$ cat config.mk
export PLATFORM = sky130hd
export DESIGN_NAME = xor_checksum_frame_parser
export DESIGN_NICKNAME = d
export VERILOG_FILES = /design/src/hdl/xcfp_pkg.sv /design/src/hdl/xcfp_ctrl.sv /design/src/hdl/xcfp_datapath.sv /design/src/hdl/xor_checksum_frame_parser.sv
export SDC_FILE = /design/constraint.sdc
export NUM_CORES = 1
export LEC_CHECK = 0
export ABC_AREA = 1
export BUFFER_PORTS_ARGS = -buffer_cell sky130_fd_sc_hd__buf_2
export CELL_PAD_IN_SITES_DETAIL_PLACEMENT = 0
export CELL_PAD_IN_SITES_GLOBAL_PLACEMENT = 2
export CORE_MARGIN = 8
export CORE_UTILIZATION = 46
export CTS_BUF_LIST = sky130_fd_sc_hd__clkbuf_16
export CTS_CLUSTER_DIAMETER = 40
export DETAILED_ROUTE_END_ITERATION = 16
export PLACE_DENSITY = 0.83
export SLEW_MARGIN = 15
export SYNTH_ARGS = -nofsm -noshare
export SYNTH_HDL_FRONTEND = slang
export SYNTH_SLANG_ARGS = --single-unit
$ cat constraint.sdc
create_clock -name clk -period 4.1 [get_ports clk]
set_input_delay 0.205 -clock clk [delete_from_list [all_inputs] [get_ports clk]]
set_output_delay 0.205 -clock clk [all_outputs]
set_load 0.05 [all_outputs]
$ cat src/hdl/xcfp_pkg.sv
// ----------------------------------------------------------------------------
// xcfp_pkg
// Constants, codes and controller/datapath interface types of the parser.
// ----------------------------------------------------------------------------
package xcfp_pkg;

  localparam int MAX_DATA = 32;
  localparam int ADDR_W   = $clog2(MAX_DATA);

  localparam logic [7:0] SOF_BYTE = 8'hAA;
  localparam logic [7:0] MAX_LEN  = 8'(MAX_DATA + 1);

  localparam logic [1:0] ST_OK   = 2'd0;
  localparam logic [1:0] ST_CSUM = 2'd1;
  localparam logic [1:0] ST_LEN  = 2'd2;

  typedef enum logic [5:0] {
    S_HUNT     = 6'b000001,
    S_LEN      = 6'b000010,
    S_PAYLOAD  = 6'b000100,
    S_CHECK    = 6'b001000,
    S_DRAIN_RD = 6'b010000,
    S_DRAIN_WR = 6'b100000
  } state_t;

  typedef struct packed {
    logic take_len;
    logic take_payload;
    logic emit_len_err;
    logic emit_csum_err;
    logic emit_ok_single;
    logic drain_start;
    logic drain_read;
    logic drain_emit;
  } dp_cmd_t;

  typedef struct packed {
    logic is_sof;
    logic len_bad;
    logic payload_last;
    logic csum_ok;
    logic count_zero;
    logic drain_last;
    logic out_free;
  } dp_stat_t;

endpackage

$ cat src/hdl/xcfp_ctrl.sv
// ----------------------------------------------------------------------------
// xcfp_ctrl
// Frame phase sequencer: hunt, length, payload, checksum and data drain.
// ----------------------------------------------------------------------------
module xcfp_ctrl
  import xcfp_pkg::*;
(
  input  logic     clk,
  input  logic     rst,
  input  logic     rx_valid,
  output logic     rx_stall,
  input  dp_stat_t stat,
  output dp_cmd_t  cmd
);

  state_t state;
  state_t state_next;
  logic   accept;

  always_ff @(posedge clk) begin
    if (rst) begin
      state <= S_HUNT;
    end else begin
      state <= state_next;
    end
  end

  always_comb begin
    rx_stall   = 1'b1;
    case (state)
      S_HUNT:    rx_stall = 1'b0;
      S_LEN:     rx_stall = !stat.out_free;
      S_PAYLOAD: rx_stall = 1'b0;
      S_CHECK:   rx_stall = !stat.out_free;
      default:   rx_stall = 1'b1;
    endcase
  end

  assign accept = rx_valid && !rx_stall;

  always_comb begin
    cmd        = '0;
    state_next = state;
    case (state)
      S_HUNT: begin
        if (accept && stat.is_sof) state_next = S_LEN;
      end
      S_LEN: begin
        if (accept) begin
          if (stat.len_bad) begin
            cmd.emit_len_err = 1'b1;
            state_next       = S_HUNT;
          end else begin
            cmd.take_len = 1'b1;
            state_next   = S_PAYLOAD;
          end
        end
      end
      S_PAYLOAD: begin
        if (accept) begin
          cmd.take_payload = 1'b1;
          if (stat.payload_last) state_next = S_CHECK;
        end
      end
      S_CHECK: begin
        if (accept) begin
          state_next = S_HUNT;
          if (!stat.csum_ok) begin
            cmd.emit_csum_err = 1'b1;
          end else if (stat.count_zero) begin
            cmd.emit_ok_single = 1'b1;
          end else begin
            cmd.drain_start = 1'b1;
            state_next      = S_DRAIN_RD;
          end
        end
      end
      S_DRAIN_RD: begin
        cmd.drain_read = 1'b1;
        state_next     = S_DRAIN_WR;
      end
      S_DRAIN_WR: begin
        if (stat.out_free) begin
          cmd.drain_emit = 1'b1;
          state_next     = stat.drain_last ? S_HUNT : S_DRAIN_RD;
        end
      end
      default: state_next = S_HUNT;
    endcase
  end

endmodule

$ cat src/hdl/xcfp_datapath.sv
// ----------------------------------------------------------------------------
// xcfp_datapath
// Length, count and XOR registers, data store and the result register.
// ----------------------------------------------------------------------------
module xcfp_datapath
  import xcfp_pkg::*;
(
  input  logic        clk,
  input  logic        rst,
  input  logic [7:0]  rx_byte,
  input  dp_cmd_t     cmd,
  output dp_stat_t    stat,
  output logic        res_valid,
  input  logic        res_stall,
  output logic [1:0]  status,
  output logic [7:0]  command,
  output logic [5:0]  data_count,
  output logic [4:0]  data_index,
  output logic [7:0]  data_value,
  output logic        last
);

  logic [5:0]        frame_length;
  logic [5:0]        bytes_seen;
  logic [7:0]        running_xor;
  logic [7:0]        frame_command;
  logic [ADDR_W-1:0] drain_idx;
  logic [7:0]        rd_data;
  logic [7:0]        store [MAX_DATA];
  logic [5:0]        frame_count;
  logic [5:0]        wr_pos;

  assign frame_count = frame_length - 6'd1;
  assign wr_pos      = bytes_seen - 6'd1;

  assign stat.is_sof       = (rx_byte == SOF_BYTE);
  assign stat.len_bad      = (rx_byte == 8'd0) || (rx_byte > MAX_LEN);
  assign stat.payload_last = ((bytes_seen + 6'd1) >= frame_length);
  assign stat.csum_ok      = (rx_byte == running_xor);
  assign stat.count_zero   = (frame_length == 6'd1);
  assign stat.drain_last   = ((6'(drain_idx) + 6'd1) == frame_count);
  assign stat.out_free     = !res_valid || !res_stall;

  always_ff @(posedge clk) begin
    if (cmd.take_len) begin
      frame_length <= rx_byte[5:0];
      bytes_seen   <= 6'd0;
      running_xor  <= rx_byte;
    end
    if (cmd.take_payload) begin
      if (bytes_seen == 6'd0) begin
        frame_command <= rx_byte;
      end
      running_xor <= running_xor ^ rx_byte;
      bytes_seen  <= bytes_seen + 6'd1;
    end
    if (cmd.drain_start) begin
      drain_idx <= '0;
    end else if (cmd.drain_emit) begin
      drain_idx <= drain_idx + 1'b1;
    end
  end

  always_ff @(posedge clk) begin
    if (cmd.take_payload && (bytes_seen != 6'd0)) begin
      store[wr_pos[ADDR_W-1:0]] <= rx_byte;
    end
  end

  always_ff @(posedge clk) begin
    if (cmd.drain_read) begin
      rd_data <= store[drain_idx];
    end
  end

  always_ff @(posedge clk) begin
    if (rst) begin
      res_valid <= 1'b0;
    end else if (cmd.emit_len_err || cmd.emit_csum_err || cmd.emit_ok_single ||
                 cmd.drain_emit) begin
      res_valid <= 1'b1;
    end else if (!res_stall) begin
      res_valid <= 1'b0;
    end
  end

  always_ff @(posedge clk) begin
    if (cmd.emit_len_err || cmd.emit_csum_err) begin
      status     <= cmd.emit_len_err ? ST_LEN : ST_CSUM;
      command    <= 8'd0;
      data_count <= 6'd0;
      data_index <= 5'd0;
      data_value <= 8'd0;
      last       <= 1'b1;
    end else if (cmd.emit_ok_single) begin
      status     <= ST_OK;
      command    <= frame_command;
      data_count <= 6'd0;
      data_index <= 5'd0;
      data_value <= 8'd0;
      last       <= 1'b1;
    end else if (cmd.drain_emit) begin
      status     <= ST_OK;
      command    <= frame_command;
      data_count <= frame_count;
      data_index <= 5'(drain_idx);
      data_value <= rd_data;
      last       <= stat.drain_last;
    end
  end

endmodule

$ cat src/hdl/xor_checksum_frame_parser.sv
// ----------------------------------------------------------------------------
// xor_checksum_frame_parser
// Start byte / length / XOR checksum frame parser, one received byte a beat.
// ----------------------------------------------------------------------------
// Bytes are taken one per cycle while hunting for the start byte and while the
// payload streams in. The length and checksum beats wait only while a result
// in the output register is stalled. After a good frame with N data bytes the
// input stalls while the data store is read out, each data byte taking a read
// state and then a write state for the registered read port of the store, and
// while the result side stalls. A frame with no data, a bad length or a bad
// checksum gives one result and stalls nothing.
module xor_checksum_frame_parser
  import xcfp_pkg::*;
(
  input  logic       clk,
  input  logic       rst,
  input  logic       rx_valid,
  output logic       rx_stall,
  input  logic [7:0] rx_byte,
  output logic       res_valid,
  input  logic       res_stall,
  output logic [1:0] status,
  output logic [7:0] command,
  output logic [5:0] data_count,
  output logic [4:0] data_index,
  output logic [7:0] data_value,
  output logic       last
);

  dp_cmd_t  cmd;
  dp_stat_t stat;

  xcfp_ctrl u_ctrl (
    .clk      (clk),
    .rst      (rst),
    .rx_valid (rx_valid),
    .rx_stall (rx_stall),
    .stat     (stat),
    .cmd      (cmd)
  );

  xcfp_datapath u_dp (
    .clk        (clk),
    .rst        (rst),
    .rx_byte    (rx_byte),
    .cmd        (cmd),
    .stat       (stat),
    .res_valid  (res_valid),
    .res_stall  (res_stall),
    .status     (status),
    .command    (command),
    .data_count (data_count),
    .data_index (data_index),
    .data_value (data_value),
    .last       (last)
  );

endmodule

==> results of run 1 <==
## metrics by stage
step	area [um2]	setup slack, ns	hold slack [ns]	power, W	utilization
global placement	14500	1.19	0.448	0.00448	0.480
detailed placement	14500	1.02	0.451	0.00448	0.480
global route	16200	0.836	0.0610	0.00897	0.537
CTS	16200	0.993	0.0218	0.00877	0.537
floorplan	14000	1.91	0.274	0.00428	-
finish	16200	1.02	0.0471	0.00872	0.537
## flip-flops by register name, indices dropped and copies added, names as in the netlist
signal              flops
u_ctrl.state            6
u_dp.frame_command      8
u_dp.data_value         8
u_dp.rd_data            8
u_dp.running_xor        8
u_dp.frame_length       6
u_dp.command            8
u_dp.store            256
u_dp.data_count         6
u_dp.res_valid          1
u_dp.bytes_seen         6
u_dp.drain_idx          5
u_dp.last               1
u_dp.status             2
u_dp.data_index         5
## critical path, stage by stage (launching register included)
cell     delay (ns)
dfxtp_1        0.33
nor2_2         0.24
nand3_2        0.18
nand2_1        0.10
inv_1          0.07
nand2_4        0.09
nand3_4        0.15
nor2_4         0.21
nand3_1        0.56
nor2_1         0.75
## cell type report
cell class	count	area share
well taps	396	0.0305
repair buffers	64	0.0239
clock buffers	48	0.0740
flip-flops and latches	334	0.593
clock inverters	39	0.0304
multi-input cells	756	0.233
inverters	64	0.0149
## logic make-up (layout without fill, tap and decap cells)
family | count (synthesis) | count (layout) | share of synthesized area
flops | 334 | 334 | 0.688
fa+ha+maj | 14 | 14 | 0.0125
simple gates | 460 | 460 | 0.138
buf+inv | 128 | 215 | 0.0422
compound gates | 264 | 264 | 0.109
xor+xnor | 18 | 18 | 0.0113
## layer usage
metal | up-vias | share of wire | wire length [um] | track usage
met4 | 0 | 0.030 | 1130 | 0.0749
li1 | 4459 | - | - | -
met2 | 382 | 0.44 | 16600 | 0.311
met3 | 84 | 0.074 | 2800 | 0.0426
met5 | - | 0 | 0 | 0
met1 | 4672 | 0.45 | 17000 | 0.291
## layout by cell type, fill, tap and decap left out, drive strengths merged
cell type,n
a21oi,32
a31oi,2
buf,63
bufinv,8
clkbuf,48
clkinv,14
clkinvlp,4
dfxtp,40
dlygate4sd3,1
edfxtp,294
ha,14
inv,77
nand2,141
nand3,50
nand3b,2
nand4,13
nor2,247
nor3,3
o21a,4
o21ai,162
o221ai,44
o22ai,20
or2,3
or3,1
xnor2,11
xor2,7
## where the power goes
part | switching (W) | internal [W]
clock | 0.00161 | 0.00270
sequential | 0.0000300 | 0.00375
combinational | 0.000489 | 0.000140
total | 0.00213 | 0.00659
## final timing paths
path | from | end | slack, ns | cells after the start
setup reg to reg | u_ctrl.state[5] | u_dp.store[4][5] | 1.02 | 9
hold reg to reg | u_dp.data_value[0] | u_dp.data_value[0] | 0.45 | 2
setup / recovery | u_ctrl.state[5] | u_dp.store[4][5] | 1.02 | 9
hold / removal | res_stall | u_dp.res_valid | 0.05 | 5
## timing repair
| action | CTS | global route |
|---|---|---|
| hold buffers | 1 | 0 |
| gates resized for setup | 0 | 0 |
| hold endpoints to repair | 5 | 0 |
==> summary.txt, run 1 <==
final clock skew: 0.0203 ns
Worst slew margin: 0.252
Leakage: 5.87 nW
Post-synth ARST share: 0
synthesis-to-finish area growth: 15.9%
# setup viols final: 0
final hold violations: 0
core area: 30,300 um2
status: completed
fill cell count: 2,607
flops & latches, synth: 334
non-filler cells, final: 1,701
DRC: 0
port buffer count: 43
Fmax: 325 MHz
first-pass GRT wire length: 56.7 mm
Post-synth top cells: edfxtp_1 (294), nor2_1 (242), o21ai_0 (154)
worst path required time: 4.27 ns
total global routing overflow: 0
n_diodes: 0
initial antenna violation count: 0
Crit path arrival time: 3.24 ns
DRT Pass-1 Iters: 6
gr usage total: 0.206
Clock Path Buffers: 3
wire per inst: 22.1 um
Die ar.: 36,300 um2
clock sink count: 334
peak fanout along the critical path: 10
width of the die: 190 um
vias per cell: 5.64
CTS Buf Count: 47
sequential cell area: 9630 um2
share of cells above drive strength 1: 0.130
Root Buffer: clkbuf_16
drt total wl: 37.6 mm
Synth top area share: 0.630
final worst path period need: 3.08 ns
Worst setup SP type: flop
DP Wirelength: 23.3 mm
max_cap viols: 0
initial core utilization: 0.463
Final Cycle Share: 0.750
most instantiated library cell after synthesis: edfxtp_1
synth top area cells: edfxtp_1 (63%), nor2_1 (6.5%), dfxtp_1 (5.7%)
GPL Wtd Cong: 0.819
Die Y: 190 um
Hold Path Class: primary input to flop
Final ANT Viol Nets: 0
setup TNS: 0 ns
Yosys cell types: 38
dpl cells: 1,613
largest net degree at the start of global routing: 114
Reg clk slew, reported paths: 0.06 ns
YS warnings: 0
Post-synth EDFFs: 294
Mapped Nets: 1,244
total vias in the final route: 9,597
Crit Path Class: flop to flop
I/O Pins: 44
FP Rows: 64
RSZ-0062 raised after global routing: no
Post-CTS Setup Bufs: 0
First DRT Iteration DRCs: 875
dominant cell type by area after synthesis: edfxtp_1
worst vdd ir: 0.344 mV
vias in the first global route: 9,312
Multi-input gate area: 3790 um2
TritonCTS clock tree: done
Post-Syn Area: 14,000 um2
Seq/Total Area, Yosys: 0.688
fin nets: 1,293
synthesized area per cell: 11.5 um2
power density cells: 537 nW/um2
H-tree Lvls: 2
Syn Inst Count: 1,218
CP endpoint kind: flop
Slew @ Worst Pin: 1.12 ns
Slew Limit Fails: 0
clock latency on the worst-skew pair: 0.55 ns
Main synth FF type: edfxtp_1
(Power assumes the default switching activity.)
==> run 2: changes to the inputs <==
- CORE_UTILIZATION: 46 -> 42
- PLACE_DENSITY: 0.83 -> 0.76
- clock period: 4.1 -> 2.96 ns (I/O delays scaled with it)
==> run 2 against run 1 <==
Compared with the run above:
- total power increased by 33%
- highest routed layer unchanged
- sequential cell count unchanged
- worst hold slack got worse by 0.031 ns
- die area increased by 8.7%
- clock power increased by 28%
- maximum frequency increased by 24%
- critical endpoint is now u_dp.store[23][1]
- via count decreased by 0.36%
- combinational power increased by 38%
- critical path depth increased by 1
- cell area increased by 2.5%
- register-to-register slack got worse by 0.55 ns
==> summary.txt, run 2 (same netlist as run 1, synthesis figures left out) <==
status: completed (unchanged)
core area: 33,200 um2 (was 30,300 um2)
CTS Buf Count: 49 (was 47)
Multi-input gate area: 3790 um2 (unchanged)
gr usage total: 0.195 (was 0.206)
clock sink count: 334 (unchanged)
final clock skew: 0.0271 ns (was 0.0203 ns)
share of cells above drive strength 1: 0.161 (was 0.130)
DP Wirelength: 24.4 mm (was 23.3 mm)
Root Buffer: clkbuf_16 (unchanged)
initial core utilization: 0.422 (was 0.463)
drt total wl: 38.0 mm (was 37.6 mm)
peak fanout along the critical path: 10 (unchanged)
fill cell count: 3,059 (was 2,607)
GPL Wtd Cong: 0.823 (was 0.819)
Slew @ Worst Pin: 0.726 ns (was 1.12 ns)
sequential share of power: 0.451 (was 0.434)
Int Power: 0.00862 W (was 0.00659 W)
Crit Path Class: flop to flop (unchanged)
Final ANT Viol Nets: 0 (unchanged)
Final Cycle Share: 0.839 (was 0.750)
n_diodes: 0 (unchanged)
most frequent cells in the layout: edfxtp_1 (294), nor2_1 (242), o21ai_0 (154) (unchanged)
Clk network pwr share: 0.474 (was 0.494)
setup TNS: 0 ns (unchanged)
clock latency on the worst-skew pair: 0.58 ns (was 0.55 ns)
TritonCTS clock tree: done (unchanged)
power density cells: 698 nW/um2 (was 537 nW/um2)
sequential cell area: 9630 um2 (unchanged)
Die Y: 199 um (was 190 um)
H-tree Lvls: 2 (unchanged)
FP Rows: 67 (was 64)
Sw Share: 0.258 (was 0.244)
number of flip-flops in the largest register: 256 (unchanged)
Worst setup SP type: flop (unchanged)
Clock Path Buffers: 3 (unchanged)
Leakage: 6.10 nW (was 5.87 nW)
Worst slew margin: 0.515 (was 0.252)
initial antenna violation count: 1 (was 0)
final worst path period need: 2.48 ns (was 3.08 ns)
dpl cells: 1,715 (was 1,613)
Comb pwr share: 0.075 (was 0.072)
RSZ-0062 raised after global routing: no (unchanged)
Reg clk slew, reported paths: 0.05 ns (was 0.06 ns)
synthesis-to-finish area growth: 18.9% (was 15.9%)
total vias in the final route: 9,562 (was 9,597)
Fmax: 402 MHz (was 325 MHz)
commonest non-fill, non-tap cell in the layout: edfxtp_1 (unchanged)
worst path required time: 3.24 ns (was 4.27 ns)
Net Sw Power: 0.00300 W (was 0.00213 W)
DRT Pass-1 Iters: 5 (was 6)
final hold slack: 0.0157 ns (was 0.0471 ns)
I/O Pins: 44 (unchanged)
port buffer count: 43 (unchanged)
first-pass GRT wire length: 58.1 mm (was 56.7 mm)
Crit path arrival time: 2.76 ns (was 3.24 ns)
Hold Path Class: primary input to flop (unchanged)
CP endpoint kind: flop (unchanged)
final hold violations: 0 (unchanged)
non-filler cells, final: 1,810 (was 1,701)
total global routing overflow: 0 (unchanged)
width of the die: 199 um (was 190 um)
DRC: 0 (unchanged)
Die ar.: 39,400 um2 (was 36,300 um2)
First DRT Iteration DRCs: 782 (was 875)
largest net degree at the start of global routing: 134 (was 114)
Slew Limit Fails: 0 (unchanged)
fin nets: 1,348 (was 1,293)
vias per cell: 5.28 (was 5.64)
vias in the first global route: 9,460 (was 9,312)
worst vdd ir: 0.596 mV (was 0.344 mV)
Pwr Total: 0.0116 W (was 0.00872 W)
Post-CTS Setup Bufs: 0 (unchanged)
r2r setup slk: 0.48 ns (was 1.02 ns)
max_cap viols: 0 (unchanged)
wire per inst: 21.0 um (was 22.1 um)
# setup viols final: 0 (unchanged)
==> run 2: cell count changes in the layout (fill, tap and decap cells not counted), sizes merged <==
| cell | before | now |
|---|---|---|
| buf | 63 | 113 |
| clkinv | 14 | 25 |
| inv | 77 | 76 |
| clkbuf | 48 | 49 |
| bufinv | 8 | 1 |
| dlygate4sd3 | 1 | 4 |
==> run 2: power groups by stage <==
| stage | clock, W | sequential (W) | combinational [W] |
|---|---|---|---|
| 3_3_place_gp | 0 | 0.00534 | 0.000877 |
| 3_5_place_dp | 0 | 0.00534 | 0.000875 |
| 2_1_floorplan | 0 | 0.00559 | 0.000339 |
| 6_report | 0.00550 | 0.00524 | 0.000871 |
| 5_1_grt | 0.00581 | 0.00525 | 0.000946 |
| 4_1_cts | 0.00561 | 0.00524 | 0.000880 |
==> run 2: repair_timing <==
action                    4_1_cts  5_1_grt
hold buffers                    4        0
gates resized for setup         0        0
hold endpoints to repair       13        0
==> run 2: area by class of cell <==
cell class | instances | area share
Inverter | 64 | 0.0145
Clock inverter | 42 | 0.0222
Multi-Input combinational cell | 756 | 0.227
Clock buffer | 49 | 0.0736
Sequential cell | 334 | 0.579
Timing Repair Buffer | 117 | 0.0499
Tap cell | 448 | 0.0337
==> run 2: layer usage <==
layer,vias up,share of wire,global-route usage
li1,4571,-,-
met1,4621,0.46,0.276
met2,306,0.46,0.304
met3,64,0.062,0.0386
met4,0,0.019,0.0491
met5,-,0,0
==> run 2: worst paths after layout <==
check                     startpoint                    end  depth (start not counted)
setup / recovery     u_ctrl.state[1]      u_dp.store[23][1]                         10
hold / removal            rx_byte[4]  u_dp.frame_command[4]                          1
setup reg to reg     u_ctrl.state[1]      u_dp.store[23][1]                         10
hold reg to reg   u_dp.data_value[1]     u_dp.data_value[1]                          2
==> run 2: metrics by stage <==
stage	setup WS [ns]	utilization	instance area [um2]
2_1_floorplan	0.767	-	14000
3_3_place_gp	0.533	0.452	15000
3_5_place_dp	0.497	0.452	15000
4_1_cts	0.485	0.502	16600
5_1_grt	0.274	0.502	16600
6_report	0.475	0.502	16600
==> run 2: worst max-delay path, stage by stage (launching register included) <==
cell and delay [ns]:
dfxtp_1 0.33, nor2_1 0.23, nand3_2 0.17, nand2_1 0.13, inv_1 0.08, nand2_4 0.08, nand3_4 0.14, nor2_4 0.20
nand4_1 0.37, nor2_1 0.25, buf_4 0.21
